$ cat src/hw/rtl/assert_macros.svh
// Assertion helpers used by the RTL.
`ifndef ASSERT_MACROS_SVH
`define ASSERT_MACROS_SVH

// Checked at every clock edge except while reset is high.
`define ASSERT_RST(lbl, clk, rst, prop, msg) \
   lbl: assert property (@(posedge clk) disable iff (rst) prop) else $error(msg);

// Checked at every clock edge, reset included.
`define ASSERT_ALWAYS(lbl, clk, prop, msg) \
   lbl: assert property (@(posedge clk) prop) else $error(msg);

`endif

$ cat src/hw/rtl/pfrc_pkg.sv
package pfrc_pkg;

   localparam int RULE_SLOTS  = 64;
   localparam int KEY_WIDTH   = 32;

   localparam int SLOT_W      = 6;
   localparam int PROTO_W     = 8;
   localparam int ADDR_W      = 32;
   localparam int LEN_W       = 6;
   localparam int PORT_W      = 16;
   localparam int PRIO_W      = 16;
   localparam int KEY_FIELD_W = 32;

   localparam int CELL_IDX_W  = ($clog2(RULE_SLOTS) > SLOT_W) ? $clog2(RULE_SLOTS) : SLOT_W;

   localparam logic [ADDR_W-1:0] ALL_ONES = 32'hFFFF_FFFF;
   localparam logic [LEN_W-1:0]  FULL_LEN = LEN_W'(ADDR_W);

   typedef enum logic {
      FUNC_LOOKUP = 1'b0,
      FUNC_WRITE  = 1'b1
   } func_type;

   // Item travelling down the cell chain, with the running best match.
   typedef struct packed {
      func_type                func;
      logic [SLOT_W-1:0]       slot;
      logic                    rule_enable;
      logic [PROTO_W-1:0]      proto_code;
      logic [ADDR_W-1:0]       source_addr;
      logic [LEN_W-1:0]        source_len;
      logic [ADDR_W-1:0]       dest_addr;
      logic [LEN_W-1:0]        dest_len;
      logic [PORT_W-1:0]       source_port_num;
      logic [PORT_W-1:0]       dest_port_num;
      logic [PRIO_W-1:0]       rule_prio;
      logic [KEY_FIELD_W-1:0]  key_value;
      logic                    found;
      logic [PRIO_W-1:0]       best_prio;
      logic [KEY_WIDTH-1:0]    best_key;
   } token_type;

   // Lengths above 32 saturate to an exact match.
   function automatic logic [ADDR_W-1:0] prefix_mask(input logic [LEN_W-1:0] len);
      logic [ADDR_W-1:0] m;
      if (len == '0) begin
         m = '0;
      end else if (len >= FULL_LEN) begin
         m = ALL_ONES;
      end else begin
         m = ~(ALL_ONES >> len);
      end
      return m;
   endfunction

endpackage

$ cat src/hw/rtl/pfrc_if.sv


interface pfrc_rsp_if import pfrc_pkg::*; ();
   logic                   valid;
   logic                   ready;
   logic                   hit;
   logic [KEY_FIELD_W-1:0] result_key;

   modport source (output valid, hit, result_key, input ready);
   modport sink (input valid, hit, result_key, output ready);
endinterface

$ cat src/hw/rtl/pfrc_rsp_stage.sv
module pfrc_rsp_stage import pfrc_pkg::*; (
   input  logic       clock,
   input  logic       reset,
   input  logic       last_valid,
   input  token_type  last_tok,
   output logic       advance,
   pfrc_rsp_if.source rsp_chan
);

   logic                   rsp_valid_ff;
   logic                   hit_ff;
   logic [KEY_FIELD_W-1:0] key_ff;
   logic                   hit_in;
   logic [KEY_FIELD_W-1:0] key_in;
   logic                   take;

   // Writes drain at the chain end without a result, so only a lookup can stall.
   assign take    = last_valid && (last_tok.func == FUNC_LOOKUP);
   assign advance = !(take && rsp_valid_ff && !rsp_chan.ready);
   assign hit_in  = last_tok.found;
   assign key_in  = last_tok.found ? KEY_FIELD_W'(last_tok.best_key) : '0;

   always_ff @(posedge clock) begin
      if (reset) begin
         rsp_valid_ff <= 1'b0;
      end else if (advance && take) begin
         rsp_valid_ff <= 1'b1;
      end else if (rsp_chan.ready) begin
         rsp_valid_ff <= 1'b0;
      end
   end

   always_ff @(posedge clock) begin
      if (advance && take) begin
         hit_ff <= hit_in;
         key_ff <= key_in;
      end
   end

   assign rsp_chan.valid      = rsp_valid_ff;
   assign rsp_chan.hit        = hit_ff;
   assign rsp_chan.result_key = key_ff;

endmodule

$ cat src/flat_wrapper.sv
// flat-port wrapper written by rule: the top's interface ports become plain ports
module pfrc_rsp_stage_flat import pfrc_pkg::*;
  (clock, reset, last_valid, last_tok, advance, rsp_chan_valid, rsp_chan_hit, rsp_chan_result_key, rsp_chan_ready);
  pfrc_rsp_if rsp_chan_i ();
  input  logic clock;
  input  logic reset;
  input  logic last_valid;
  input  token_type last_tok;
  output logic advance;
  output wire logic [$bits(rsp_chan_i.valid)-1:0] rsp_chan_valid;
  output wire logic [$bits(rsp_chan_i.hit)-1:0] rsp_chan_hit;
  output wire logic [$bits(rsp_chan_i.result_key)-1:0] rsp_chan_result_key;
  input wire logic [$bits(rsp_chan_i.ready)-1:0] rsp_chan_ready;
  assign rsp_chan_valid = rsp_chan_i.valid;
  assign rsp_chan_hit = rsp_chan_i.hit;
  assign rsp_chan_result_key = rsp_chan_i.result_key;
  assign rsp_chan_i.ready = rsp_chan_ready;
  pfrc_rsp_stage u_core (.clock(clock), .reset(reset), .last_valid(last_valid), .last_tok(last_tok), .advance(advance), .rsp_chan(rsp_chan_i));
endmodule
$ cat config.mk
export PLATFORM = sky130hd
export DESIGN_NAME = pfrc_rsp_stage_flat
export DESIGN_NICKNAME = d
export VERILOG_FILES = /design/src/hw/rtl/assert_macros.svh /design/src/hw/rtl/pfrc_pkg.sv /design/src/hw/rtl/pfrc_if.sv /design/src/hw/rtl/pfrc_rsp_stage.sv /design/src/flat_wrapper.sv
export SDC_FILE = /design/constraint.sdc
export NUM_CORES = 1
export LEC_CHECK = 0
export ABC_AREA = 1
export BUFFER_PORTS_ARGS = -buffer_cell sky130_fd_sc_hd__buf_2
export CORE_AREA = 4 4 99 101
export CTS_CLUSTER_SIZE = 12
export DETAILED_ROUTE_END_ITERATION = 8
export DIE_AREA = 0 0 103 105
export PLACE_DENSITY_LB_ADDON = 0.15
export SETUP_SLACK_MARGIN = 0.1
export SKIP_CTS_REPAIR_TIMING = 1
export SLEW_MARGIN = 20
export SYNTH_ARGS = -nofsm -noshare
export SYNTH_HDL_FRONTEND = slang
export SYNTH_SLANG_ARGS = --single-unit
$ cat constraint.sdc
create_clock -name clock -period 6.73 [get_ports clock]
set_clock_uncertainty 0.1 [all_clocks]
set_input_delay 1.0095 -clock clock [delete_from_list [all_inputs] [get_ports clock]]
set_output_delay 1.0095 -clock clock [all_outputs]
set_load 0.01 [all_outputs]
# Word level (Yosys, flattened, before mapping)
# Cells that the tools add are included.
[totals]
ff_bits = 34
inputBits = 225
out_inout_bits = 35
word_cells = 13
[op_classes]
n_mux = 2
bitwise_logic = 1
reduce_logical = 7
[ops]
columns = ["op", "n"]
rows = [
  ["logical AND 1 bit", 4],
  ["zero test 1 bit", 2],
  ["2-to-1 mux 1 bit", 2],
  ["nonzero test 2 bit", 1],
  ["inverter 1 bit", 1],
]

# Depth between registers and ports, before layout
[depth]
ltp_word = 7
mapped_depth = 4
depth_no_buf = 4

# Worst setup path before layout
# No wires, ideal clock.
[synth_timing]
path_type = "input port to flip-flop"
from = "in rsp_chan_ready"
to = "reg u_core.hit_ff (netlist: u_core.rsp_chan.hit) (enable)"
setup_ns = 0.424
arrival_ns = 2.547
required_ns = 6.206
setup_slack_ns = 3.659
path_stages = 4
n_path_buf = 0
path_cell_list = "inv_1 -> nand2_1 -> inv_1 -> nor2_1"
[synth_via]
elab_chain_len = 4
[synth_rtl]
columns = ["item", "line", "rtl"]
rows = [
  ["start: declaration", "flat_wrapper.sv:13", "input wire logic [$bits(rsp_chan_i.ready)-1:0] rsp_chan_ready;"],
  ["zero test 1 bit", "pfrc_rsp_stage.sv:19", "assign advance = !(take && rsp_valid_ff && !rsp_chan.ready);"],
  ["logical AND 1 bit", "pfrc_rsp_stage.sv:19", ""],
  ["zero test 1 bit", "pfrc_rsp_stage.sv:19", ""],
  ["logical AND 1 bit", "pfrc_rsp_stage.sv:34", "if (advance && take) begin"],
  ["end signal: assignment", "pfrc_rsp_stage.sv:35", "hit_ff <= hit_in;"],
  ["end: declaration", "pfrc_rsp_stage.sv:11", "logic hit_ff;"],
]
# Every way passes these cells.
# A chain may end at the register's enable or synchronous reset.

# Final worst setup path
[layout_timing]
from = "in rsp_chan_ready"
to = "out advance"
[layout_via]
elab_chain_len = 3
[layout_rtl]
columns = ["item", "line", "rtl"]
rows = [
  ["zero test 1 bit", "pfrc_rsp_stage.sv:19", ""],
  ["logical AND 1 bit", "pfrc_rsp_stage.sv:19", ""],
  ["zero test 1 bit", "pfrc_rsp_stage.sv:19", ""],
  ["end: declaration", "flat_wrapper.sv:9", "output logic advance;"],
]
# Every way passes these cells.

==> impl_results.md <==
* Final core occ at 20.75%
* Clock latency at the later pin of the worst-skew pair at 270 ps
* Slew of the pin with the lowest slew margin at 995.1 ps
* RSZ-0062 raised after global routing: false
* Net Count, Synth at 334
* CTS tree: done
* Initial DRC count at 41
* GP Congestion at 0.6508
* Pwr Total at 0.4348 mW
* Boundary Pins at 260
* Warnings from Yosys at 0
* Die Area at 10820 um2
* F_max at 375.4 MHz
* First-pass GRT wire length at 5271 um
* Share of power burned in the clock network at 33.4%
* Pwr per Cell Area at 232.3 nW/um2
* Vias in the first global route at 1024
* Clock transition at path regs at 70 ps
* Final setup viols at 0
* Crit end category: primary output
* Critical path class: primary input to primary output
* #FFs+latches synth at 34
* Pleak at 0.9953 nW
* Logic pwr share at 9.9%
* Seq/Total Area, Yosys at 76.73%
* Post-DP HPWL at 2699 um
* Status: complete, no violations
* Setup crit start kind: primary input
* # DRC at 0
* Initial Util at 14.60%
* CTS root buf: clkbuf_8
* Max-slew headroom at 33.51%
* # diodes at 0
* Total number of vias at 943
* Routed len/inst at 12.36 um
* Netlist Area Pre-Place at 1318 um2
* Die Y at 105 um
* Crit path DAT at 1550 ps
* Crit path time final at 2664 ps
* Share of post-route cells with drive strength above 1 at 42.47%
* CTS max path bufs at 2
* DR vias/cell at 3.175
* Total clock sinks at 34
* Hold Vio Cnt, Final at 0
* Final setup margin at 4066 ps
* GRT Total Usage at 6.670%
* Highest ir drop seen on vdd at 51.43 uV
* Worst hold path type: register to register
* Dpl ws at 4057 ps
* Drt total wl at 3671 um
* H-tree Lvls at 2
* FP Rows at 35
* Largest net degree at the start of global routing at 34
* Crit-path max FO at 2
* Pins Over Slew Limit at 0
* Cts bufs inserted at 5
* Final ANT Viol Nets at 0
* P_int at 0.3330 mW
* Mean Syn Cell Area at 12.09 um2
* Sw frac at 23.42%
* Max-cap violations at 0
* Final #Nets at 410
* Post-Syn Instances at 109
* Total gr overflow at 0
* Worst path required time at 5620 ps
* Core Footprint at 9021 um2
* Reg power frac at 56.7%
* TNS Setup at 0 ps
* Tcrit/Tclk final at 39.58%
* Psw at 0.1018 mW
* Die width at 103 um
* Library cells used by synthesis at 8
* Layout area overhead at 42.07%
* PortBufs at 72
* Initial antenna violation count at 0
* Drt first pass iters at 4
through the flow:
stage | hold slack (ps) | cells | instance area, um2
floorplan | 403.0 | 109 | 1318
global placement | 374.8 | 289 | 1790
detailed placement | 386.7 | 289 | 1790
CTS | 404.1 | 297 | 1872
global route | 443.7 | 297 | 1872
finish | 406.6 | 297 | 1872
state kept, by name, summed over array words and instances (netlist names):
signal	cells
u_core.rsp_chan.valid	1
u_core.rsp_chan.result_key	32
u_core.rsp_chan.hit	1
cell type report:
cell class	instances	area, um2
inverter	35	131.4
fill	1030	7149
clock inverter	2	8.758
clock buffer	6	72.57
sequential	34	1011
multi-input combinational	37	148.9
tap	111	138.9
timing repair buffer	72	360.3
critical path: stages:
cell	delay (ps)
buf_2	100
inv_1	40
nand2_1	60
inv_1	110
nand3_1	80
buf_2	150
synth_stat cells:
| master | count | area (um2) |
|---|---|---|
| dfxtp_1 | 1 | 20.02 |
| nand3_1 | 1 | 5.000 |
| a21oi_1 | 1 | 5.000 |
| buf_6 | 3 | 33.78 |
| edfxtp_1 | 33 | 991.0 |
| nor2_1 | 1 | 3.750 |
| inv_1 | 35 | 131.4 |
| nand2_1 | 34 | 127.6 |
power by group through the flow:
| stage | Sequential (mW) | Clock (mW) | Combinational, mW |
|---|---|---|---|
| finish | 0.247 | 0.145 | 0.0431 |
| global route | 0.247 | 0.162 | 0.0492 |
| CTS | 0.247 | 0.155 | 0.0449 |
| detailed placement | 0.251 | 0 | 0.0447 |
| global placement | 0.251 | 0 | 0.0451 |
| floorplan | 0.257 | 0 | 0.0140 |
path summary, 6_finish.rpt:
path / start / endpoint / slack [ps] / depth (start not counted)
setup / recovery: rsp_chan_ready / advance / 4070 / 6
hold / removal: u_core.rsp_chan.valid$_SDFFE_PP0P_ / u_core.rsp_chan.valid$_SDFFE_PP0P_ / 410 / 2
setup reg to reg: u_core.rsp_chan.valid$_SDFFE_PP0P_ / u_core.rsp_chan.result_key[18]$_SDFFCE_PN0P_ / 5020 / 3
hold reg to reg: u_core.rsp_chan.valid$_SDFFE_PP0P_ / u_core.rsp_chan.valid$_SDFFE_PP0P_ / 410 / 2
placed cells by master (no fill, tap or decap), drive strengths merged:
cell,instances
buf,72
inv,35
nand2,34
edfxtp,33
clkbuf,6
clkinv,2
nor2,1
nand3,1
a21oi,1
dfxtp,1
kinds of logic after synthesis:
kind of cell | count (synthesis) | share of synthesized area, %
AO/OA/AOI/OAI | 1 | 0.3795
AND/OR/NAND/NOR | 36 | 10.35
buffers and inverters | 38 | 12.54
flip-flops | 34 | 76.73
metal layers:
layer | global-route usage [%] | vias to the layer above | wire length, um
met5 | 0 | - | 0
met4 | 2.498 | 0 | 48
met3 | 4.606 | 4 | 505
met2 | 9.945 | 45 | 1585
met1 | 7.392 | 418 | 1531
li1 | - | 476 | -
Power figures use the tool's default switching activity.
