==> src/hw/rtl/assert_macros.svh <==
// Assertion helpers used by the RTL.
`ifndef ASSERT_MACROS_SVH
`define ASSERT_MACROS_SVH

// Checked at every clock edge except while reset is high.
`define ASSERT_RST(lbl, clk, rst, prop, msg) \
   lbl: assert property (@(posedge clk) disable iff (rst) prop) else $error(msg);

// Checked at every clock edge, reset included.
`define ASSERT_ALWAYS(lbl, clk, prop, msg) \
   lbl: assert property (@(posedge clk) prop) else $error(msg);

`endif

==> src/hw/rtl/pfrc_pkg.sv <==
package pfrc_pkg;

   localparam int RULE_SLOTS  = 64;
   localparam int KEY_WIDTH   = 32;

   localparam int SLOT_W      = 6;
   localparam int PROTO_W     = 8;
   localparam int ADDR_W      = 32;
   localparam int LEN_W       = 6;
   localparam int PORT_W      = 16;
   localparam int PRIO_W      = 16;
   localparam int KEY_FIELD_W = 32;

   localparam int CELL_IDX_W  = ($clog2(RULE_SLOTS) > SLOT_W) ? $clog2(RULE_SLOTS) : SLOT_W;

   localparam logic [ADDR_W-1:0] ALL_ONES = 32'hFFFF_FFFF;
   localparam logic [LEN_W-1:0]  FULL_LEN = LEN_W'(ADDR_W);

   typedef enum logic {
      FUNC_LOOKUP = 1'b0,
      FUNC_WRITE  = 1'b1
   } func_type;

   // Item travelling down the cell chain, with the running best match.
   typedef struct packed {
      func_type                func;
      logic [SLOT_W-1:0]       slot;
      logic                    rule_enable;
      logic [PROTO_W-1:0]      proto_code;
      logic [ADDR_W-1:0]       source_addr;
      logic [LEN_W-1:0]        source_len;
      logic [ADDR_W-1:0]       dest_addr;
      logic [LEN_W-1:0]        dest_len;
      logic [PORT_W-1:0]       source_port_num;
      logic [PORT_W-1:0]       dest_port_num;
      logic [PRIO_W-1:0]       rule_prio;
      logic [KEY_FIELD_W-1:0]  key_value;
      logic                    found;
      logic [PRIO_W-1:0]       best_prio;
      logic [KEY_WIDTH-1:0]    best_key;
   } token_type;

   // Lengths above 32 saturate to an exact match.
   function automatic logic [ADDR_W-1:0] prefix_mask(input logic [LEN_W-1:0] len);
      logic [ADDR_W-1:0] m;
      if (len == '0) begin
         m = '0;
      end else if (len >= FULL_LEN) begin
         m = ALL_ONES;
      end else begin
         m = ~(ALL_ONES >> len);
      end
      return m;
   endfunction

endpackage

==> src/hw/rtl/pfrc_rule_cell.sv <==
module pfrc_rule_cell import pfrc_pkg::*; (
   input  logic                  clock,
   input  logic                  reset,
   input  logic                  advance,
   input  logic [CELL_IDX_W-1:0] cell_index,
   input  logic                  up_valid,
   input  token_type             up_tok,
   output logic                  down_valid,
   output token_type             down_tok
);

   logic               active_ff;
   logic [PROTO_W-1:0] proto_ff;
   logic [ADDR_W-1:0]  src_pfx_ff;
   logic [ADDR_W-1:0]  src_mask_ff;
   logic [ADDR_W-1:0]  dst_pfx_ff;
   logic [ADDR_W-1:0]  dst_mask_ff;
   logic [PORT_W-1:0]  sport_ff;
   logic [PORT_W-1:0]  dport_ff;
   logic [PRIO_W-1:0]  prio_ff;
   logic [KEY_WIDTH-1:0] key_ff;

   logic      tok_valid_ff;
   token_type tok_ff;
   token_type tok_in;

   logic rule_match;
   logic write_here;
   logic [ADDR_W-1:0] src_mask_in;
   logic [ADDR_W-1:0] dst_mask_in;

   assign write_here = up_valid && (up_tok.func == FUNC_WRITE) &&
                       (CELL_IDX_W'(up_tok.slot) == cell_index);
   assign src_mask_in = prefix_mask(up_tok.source_len);
   assign dst_mask_in = prefix_mask(up_tok.dest_len);

   assign rule_match = active_ff &&
                       ((proto_ff == '0) || (proto_ff == up_tok.proto_code)) &&
                       ((up_tok.source_addr & src_mask_ff) == src_pfx_ff) &&
                       ((up_tok.dest_addr & dst_mask_ff) == dst_pfx_ff) &&
                       ((sport_ff == '0) || (sport_ff == up_tok.source_port_num)) &&
                       ((dport_ff == '0) || (dport_ff == up_tok.dest_port_num));

   // Strictly greater: an earlier slot keeps a tie.
   always_comb begin
      tok_in = up_tok;
      if ((up_tok.func == FUNC_LOOKUP) && rule_match &&
          (!up_tok.found || (prio_ff > up_tok.best_prio))) begin
         tok_in.found     = 1'b1;
         tok_in.best_prio = prio_ff;
         tok_in.best_key  = key_ff;
      end
   end

   always_ff @(posedge clock) begin
      if (reset) begin
         tok_valid_ff <= 1'b0;
         active_ff    <= 1'b0;
      end else if (advance) begin
         tok_valid_ff <= up_valid;
         if (write_here) begin
            active_ff <= up_tok.rule_enable;
         end
      end
   end

   always_ff @(posedge clock) begin
      if (advance) begin
         tok_ff <= tok_in;
         if (write_here && up_tok.rule_enable) begin
            proto_ff    <= up_tok.proto_code;
            src_mask_ff <= src_mask_in;
            src_pfx_ff  <= up_tok.source_addr & src_mask_in;
            dst_mask_ff <= dst_mask_in;
            dst_pfx_ff  <= up_tok.dest_addr & dst_mask_in;
            sport_ff    <= up_tok.source_port_num;
            dport_ff    <= up_tok.dest_port_num;
            prio_ff     <= up_tok.rule_prio;
            key_ff      <= KEY_WIDTH'(up_tok.key_value);
         end
      end
   end

   assign down_valid = tok_valid_ff;
   assign down_tok   = tok_ff;

endmodule

==> config.mk <==
export PLATFORM = sky130hd
export DESIGN_NAME = pfrc_rule_cell
export DESIGN_NICKNAME = d
export VERILOG_FILES = /design/src/hw/rtl/assert_macros.svh /design/src/hw/rtl/pfrc_pkg.sv /design/src/hw/rtl/pfrc_rule_cell.sv
export SDC_FILE = /design/constraint.sdc
export NUM_CORES = 1
export LEC_CHECK = 0
export BUFFER_PORTS_ARGS = -buffer_cell sky130_fd_sc_hd__buf_2
export CORE_MARGIN = 2
export CORE_UTILIZATION = 52
export CTS_BUF_LIST = sky130_fd_sc_hd__clkbuf_4
export CTS_CLUSTER_DIAMETER = 60
export CTS_CLUSTER_SIZE = 28
export DETAILED_ROUTE_END_ITERATION = 7
export PLACE_DENSITY = 0.79
export SYNTH_ARGS = -nofsm -noshare
export SYNTH_HDL_FRONTEND = slang
export SYNTH_SLANG_ARGS = --single-unit
export TNS_END_PERCENT = 30
==> constraint.sdc <==
create_clock -name clock -period 35.3 [get_ports clock]
set_input_delay 3.53 -clock clock [delete_from_list [all_inputs] [get_ports clock]]
set_output_delay 3.53 -clock clock [all_outputs]
set_load 0.1 [all_outputs]
# Word-level counts from Yosys, hierarchy flattened
# Cells that the tools add are included.
word_totals:
  regBits: 439
  latchBits: 0
  ram_bits: 0
  romBits: 0
  in_bits: 231
  out_inout_bits: 222
  wordCells: 71
  n_memories: 0
op_classes:
  n_addsub: 0
  multipliers: 0
  div: 0
  n_lt_le_gt_ge: 3
  eq_ne: 6
  n_shift: 2
  muxes: 5
  bitwise_logic: 7
  reduce_logical: 22
op_table:
  columns: ["op", "n"]
  rows:
  - ["bitwise AND 32 bit", 4]
  - ["two-way mux 32 bit", 4]
  - ["equality test 32 bit", 2]
  - ["NOT 32 bit", 2]
  - [">> shifter 32 x 6 -> 32 bit (first input constant)", 2]
  - ["two-way mux 48 bit", 1]
  - ["equality test 16 bit", 2]
  - ["zero test 16 bit", 2]
  - ["greater-than comparator 16 bit", 1]
  - ["greater-or-equal comparator 6 bit (second input constant)", 2]
  - ["zero test 6 bit", 2]
  - ["logical AND 1 bit", 10]
  - ["equality test 8 bit", 1]
  - ["zero test 8 bit", 1]
  - ["equality test 6 bit", 1]
  - ["logical OR 1 bit", 4]
  - ["AND reduction 2 bit", 2]
  - ["zero test 1 bit", 1]
  - ["NOT 1 bit", 1]

# Depth between registers and ports, before layout
# Gate-level depths: netlist of run 1.
logic_depth:
  depth_word: 10
  mapped_depth: 11
  mapped_depth_nobuf: 9

# Worst setup path after synthesis of run 1
# OpenSTA, ideal clock, no wires.
synth_timing:
  path_kind: "input-to-reg"
  from: "input port cell_index[4]"
  to: "register dport_ff[0] (enable)"
  setup_time_ns: 0.797
  arrival_time_ns: 13.042
  required_ns: 34.503
  setup_slack_ns: 21.461
  path_stages: 4
  path_buffers: 0
  cell_sequence: "xor2_1 nor4_1 nand3_1 nor2_1"
synth_via:
  elab_chain_len: 4
synth_lines:
  columns: ["item", "line", "text"]
  rows:
  - ["from (decl)", "pfrc_rule_cell.sv:5", "input logic [CELL_IDX_W-1:0] cell_index,"]
  - ["equality test 6 bit", "pfrc_rule_cell.sv:33", "(CELL_IDX_W'(up_tok.slot) == cell_index);"]
  - ["logical AND 1 bit", "pfrc_rule_cell.sv:32", "assign write_here = up_valid && (up_tok.func == FUNC_WRITE) &&"]
  - ["logical AND 1 bit", "pfrc_rule_cell.sv:70", "if (write_here && up_tok.rule_enable) begin"]
  - ["AND reduction 2 bit (no line)", null, null]
  - ["to (signal assigned)", "pfrc_rule_cell.sv:77", "dport_ff <= up_tok.dest_port_num;"]
  - ["to (decl)", "pfrc_rule_cell.sv:19", "logic [PORT_W-1:0] dport_ff;"]
# Every way passes these cells.
# A chain may end at the register's enable or synchronous reset.

==> results of run 1 <==
power by group through the flow:
stage	Sequential [W]	Combinational (W)	Clock, W
final	0.000602	0.000216	0.000240
after floorplan	0.000763	0.0000164	0
after global placement	0.000613	0.000214	0
after global routing	0.000604	0.000223	0.000265
after CTS	0.000602	0.000217	0.000247
after detailed placement	0.000614	0.000217	0
per-stage QoR:
step | power [W] | cell area, um^2
floorplan | 0.000780 | 16900
global placement | 0.000828 | 19700
detailed placement | 0.000831 | 19700
CTS | 0.00107 | 20200
global route | 0.00109 | 20200
finish | 0.00106 | 20200
logic make-up after synthesis:
logic type                 synth area share, %
buffers and inverters                     1.19
adders and majority gates                 1.18
xor gates and xnor gates                  2.90
muxes                                     3.60
DFF                                       77.9
and+or+nand+nor                           8.13
AOI/OAI and AO/OA                         5.13
cell type report:
class / count / share of cell area [%]
inverter: 24 / 0.446
clock inverter: 23 / 1.47
tap: 442 / 2.74
antenna: 5 / 0.0619
timing repair buffer: 456 / 11.4
clock buffer: 31 / 1.15
multi-input combinational: 488 / 17.6
sequential: 439 / 65.1
cell usage in the layout, fill, tap and decap left out, drive strengths merged, types with 9 or more instances in the layout:
master and instances:
a21boi 11, a21o 11, a21oi 36, and2 64, and3 17, and3b 17
buf 456, clkbuf 31, edfxtp 437, ha 16, inv 36, mux2 48
nand2 48, nand2b 9, nand3 14, nand4 18, nor2 15, nor4 25
o21ai 15, o21bai 10, o22a 9, xor2 56
worst paths after layout:
kind | from | endpoint | slack (ns) | cells past startpoint
worst max-delay path | up_tok[198] | down_tok[2]$_DFFE_PP_ | 29.29 | 9
worst min-delay path | down_valid$_SDFFE_PP0P_ | down_valid$_SDFFE_PP0P_ | 0.49 | 2
worst max register to register | src_mask_ff[25]$_DFFE_PP_ | down_tok[2]$_DFFE_PP_ | 31.73 | 8
worst min register to register | down_valid$_SDFFE_PP0P_ | down_valid$_SDFFE_PP0P_ | 0.49 | 2
layer usage:
layer	wire length, um	global-route usage, %	up-vias
li1	-	-	4706
met1	14400	25.5	4929
met2	19400	38.1	411
met3	2760	4.23	51
met4	764	5.70	2
met5	14	0	-
sequential cells by signal (all words and copies together) (netlist names):
signal       flops
down_valid       1
prio_ff         16
key_ff          32
dport_ff        16
down_tok       221
dst_pfx_ff      32
active_ff        1
dst_mask_ff     32
src_pfx_ff      32
proto_ff         8
sport_ff        16
src_mask_ff     32
critical path, stage by stage:
cell and delay, ns:
buf_2 0.12, and3b_1 0.15, a2111oi_0 0.57, nand4_1 0.15, nor4_1 0.45, nand4_1 0.32, a21oi_4 0.19, buf_4 0.60
mux2_2 0.41
==> run metrics, run 1 <==
DPL Wire Length=between 20000 and 30000 um; Final Non-Filler Cells=about 1900; number of flops mapped to enable cells by yosys=437; Ys Warns=0; Power per Cell Area=about 52 mW/mm^2; Yosys top cell by area=edfxtp_1; syn nets=about 1200; min cycle time layout=about 6 ns; area grow syn2layout=19.6%; Worst Tran Pin Value=1.12 ns; Synth area leaders=edfxtp_1, xor2_1, and2_1, mux2_2, mux2_4; syn avg cell area=about 17 um^2; Peak supply drop=roughly 0.000041 V; hold_ws=0.490 ns; Final Hold Fails=0; Pleak=between 7 and 8 nW; Die Wd=about 180 um; P_int=slightly below 0.0007 W; fraction of layout cells with a size suffix above 1=roughly two fifths; #FFs+latches synth=439; Final WS setup=around 29 ns; critical path endpoint category=register; setup TNS=0 ns; CTS Buf Count=30; count leader, synth=edfxtp_1; Worst Hold Class=register to register; initial core utilization=between 50 and 60%; largest net degree at the start of global routing=about 200; first drt pass iteration count=6; sequential share of power=56.9%; number of cell rows=66; hold buffers post-CTS=0; Clock Skew=~0.07 ns; Resize count post-CTS=0; Sw Ratio=between 30% and 40%; CTS tree=yes; Worst slew margin=around 25%; drt via density=5.29; die area=0.0340 mm^2; ys flop type=edfxtp_1; core outline area=around 0.032 mm^2; RSZ-0062 raised after global routing=no; via count=10100; Clock Tree Root=clkbuf_4; Req. time, crit path=about 36 ns; sequential element share of the synthesized area=77.9%; register area=0.0132 mm^2; Netlist cell types=47; initial antenna violation count=6; multi-input logic area=roughly 0.0036 mm^2; vias in the first global route=around 9800; port bufs=between 400 and 500; Async SR Flop Fraction=0%; clock share of power=around 23%; fin. max-slew vios=0; CTS H-tree depth=1; post-layout net count=1686; final wirelength=approximately 37000 um; CTS Sinks=around 440; final count of negative-setup-slack endpoints=0; fmax=roughly 170 MHz; DR WL/cell=between 15 and 20 um; max cap viols=0; IO Pins=about 450; Placed Instances=1849; Worst setup SP type=primary input; Iter 0 DRT Violations=roughly 680; Die Height=between 150 and 200 um; Fillers=2388; synthesized instance count=~970; sw power=around 0.00037 W; crit path DAT=roughly 6.5 ns; grt ovf=0; Critical Path Fanout Max=48; Longest Clk Path Bufs=3; antenna-violating nets left=0; DR DRC count=0; Commonest cells post-synth=edfxtp_1, and2_1, xor2_1; postcts setup bufs=0; kind of critical path=primary input to register; final core occ=roughly 63%; pre-CTS setup slack=between 20 and 30 ns; Clock Latency Late Sink=between 0.7 and 0.8 ns; combinational power share=around a fifth; status=completed; first-pass GRT wire length=between 50000 and 60000 um; Post-Syn Area=about 0.017 mm^2; Final period util=between 10% and 20%; post-synth top area share=between 70 and 80%; CTS clk-pin slew, worst paths=approximately 0.20 ns; GR Util All Layers=21.0%; GPL Wtd Cong=about 0.83
Power figures use the tool's default switching activity.
==> run 2: changes to the inputs <==
CORE_UTILIZATION = 49   (was 52)
PLACE_DENSITY = 0.78   (was 0.79)
clock period = 5.25 ns   (was 35.3 ns; I/O delays follow)
==> run metrics, run 2 (same netlist as run 1, synthesis figures left out) <==
cell chain of the critical path=and3b_1, a2111oi_0, nand4_1, nor4_1, nand4_1, a21oi_4, buf_4, mux2_2; Worst Hold Class=primary input to register; fmax=275 MHz; delay-heaviest family, CP=simple AND/OR/NAND/NOR gates; Die Height=approximately 190 um; via count=between 10000 and 15000; commonest non-fill, non-tap cells in the layout=buf_2, edfxtp_1, dlygate4sd3_1; Sw Ratio=35.0%; Final WS setup=roughly 1.6 ns; RSZ-0062 raised after global routing=no; Worst setup SP type=register; Clock Tree Root=clkbuf_4; sequential share of power=about 55%; Worst path max stage delay=between 0.6 and 0.7 ns; area of placed instances=0.0197 mm^2; Worst Tran Pin Value=between 1 and 1.5 ns; combinational power share=21.6%; kind of critical path=register to register; Fillers=~2300; CTS Sinks=~440; Final Cell Area=0.0225 mm^2; fin. max-slew vios=0; first-pass GRT wire length=64200 um; DPL Wire Length=29200 um; Crit-path slowest cell=buf_4; Req. time, crit path=between 5 and 6 ns; grt ovf=0; clock share of power=a little under a quarter; DR DRC count=0; postcts setup bufs=0; Iter 0 DRT Violations=roughly 680; Longest Clk Path Bufs=3; Resize count post-CTS=0; GPL Wtd Cong=about 0.84; CTS tree=yes; Clock Skew=about 0.066 ns; Die Wd=190 um; initial antenna violation count=7; Power per Cell Area=around 330 mW/mm^2; DR WL/cell=between 20 and 25 um; P_int=0.00482 W; Pwr Total=about 0.0074 W; GR Util All Layers=23.6%; register area=around 0.013 mm^2; CTS Buf Count=30; most common cell after layout, fill and taps aside=buf_2; Peak supply drop=0.000281 V; vias in the first global route=around 11000; Critical Path Fanout Max=between 40 and 50; min cycle time layout=roughly 3.6 ns; status=completed; CP bufs+invs=1; port bufs=around 450; core outline area=between 0.03 and 0.04 mm^2; setup TNS=0 ns; crit path DAT=between 4 and 5 ns; IO Pins=~450; CTS clk-pin slew, worst paths=about 0.23 ns; fraction of layout cells with a size suffix above 1=33.5%; post-layout net count=approximately 1900; final core occ=about 66%; Clock Latency Late Sink=around 0.80 ns; critical path endpoint category=register; pre-CTS setup slack=around 1.4 ns; Final Hold Fails=0; most used cell, CP=nand4_1; Pleak=8.78 nW; final count of negative-setup-slack endpoints=0; area grow syn2layout=33.3%; number of cell rows=68; antenna-violating nets left=0; max FFs per register=approximately 220; drt via density=about 5.2; first drt pass iteration count=5; Worst slew margin=a little over a quarter; Final period util=69.3%; die area=~0.036 mm^2; sw power=0.00260 W; final wirelength=around 44000 um; initial core utilization=approximately half; multi-input logic area=about 0.0036 mm^2; largest net degree at the start of global routing=between 80 and 90; CTS H-tree depth=1; max cap viols=0
[run 2: changes by cell type in the layout (fill, tap and decap cells not counted), moves of 2 or more]
cell           previous run  this run
clkinvlp_4                5         0
dlygate4sd3_1             0       220
clkinv_4                  1         3
inv_12                    1         7
inv_16                    3         1
inv_8                     4         1
buf_4                     3         6
diode_2                   5         7
[run 2: final timing paths]
check / startpoint / cells after the start / end / slack [ns]
worst min-delay path: up_tok[170] / 1 / down_tok[170]$_DFFE_PP_ / 0.10
worst max register to register: src_mask_ff[25]$_DFFE_PP_ / 8 / down_tok[9]$_DFFE_PP_ / 1.61
worst min register to register: down_valid$_SDFFE_PP0P_ / 2 / down_valid$_SDFFE_PP0P_ / 0.53
worst max-delay path: src_mask_ff[25]$_DFFE_PP_ / 8 / down_tok[9]$_DFFE_PP_ / 1.61
[run 2: layer usage]
layer	global-route usage [%]	vias to the layer above	share of wire, %
li1	-	5146	-
met1	27.5	5417	37
met2	43.4	521	53
met3	4.69	98	7.1
met4	7.87	0	3.0
met5	0	-	0
[run 2: stage by stage]
step                      std cells  hold WS [ns]
final                          2147         0.101
after global routing           2147        0.0575
after CTS                      2140        0.0108
after detailed placement       1864         0.478
after global placement         1864         0.452
after floorplan                 968         0.458
[run 2: layout make-up]
| cell class | instances | share of cell area [%] |
|---|---|---|
| clock inverters | 25 | 1.72 |
| clock buffers | 31 | 1.03 |
| diodes | 7 | 0.0777 |
| repair buffers | 678 | 20.1 |
| flip-flops and latches | 439 | 58.4 |
| inverters | 24 | 0.400 |
| well taps | 455 | 2.53 |
| multi-input cells | 488 | 15.8 |
[run 2: power groups by stage]
stage / clock network [W] / registers, W / logic [W]
final: 0.00177 / 0.00405 / 0.00160
after global routing: 0.00195 / 0.00407 / 0.00165
after global placement: 0 / 0.00412 / 0.00145
after detailed placement: 0 / 0.00413 / 0.00146
after floorplan: 0 / 0.00513 / 0.000110
after CTS: 0.00182 / 0.00405 / 0.00159
[run 2: repair_timing]
| action | in CTS | in global routing |
|---|---|---|
| endpoints found under the setup margin | 0 | 0 |
| hold buffers | 220 | 0 |
| endpoints found under the hold margin | 362 | 0 |
[run 2: worst register-to-register path: cells and delay by family (launching register included)]
| family | cells | cell delay (ns) |
|---|---|---|
| flip-flops | 1 | 0.43 |
| buffers and inverters | 1 | 0.63 |
| AND/OR/NAND/NOR | 4 | 1.11 |
| multiplexers | 1 | 0.49 |
| AO/OA/AOI/OAI | 2 | 0.77 |
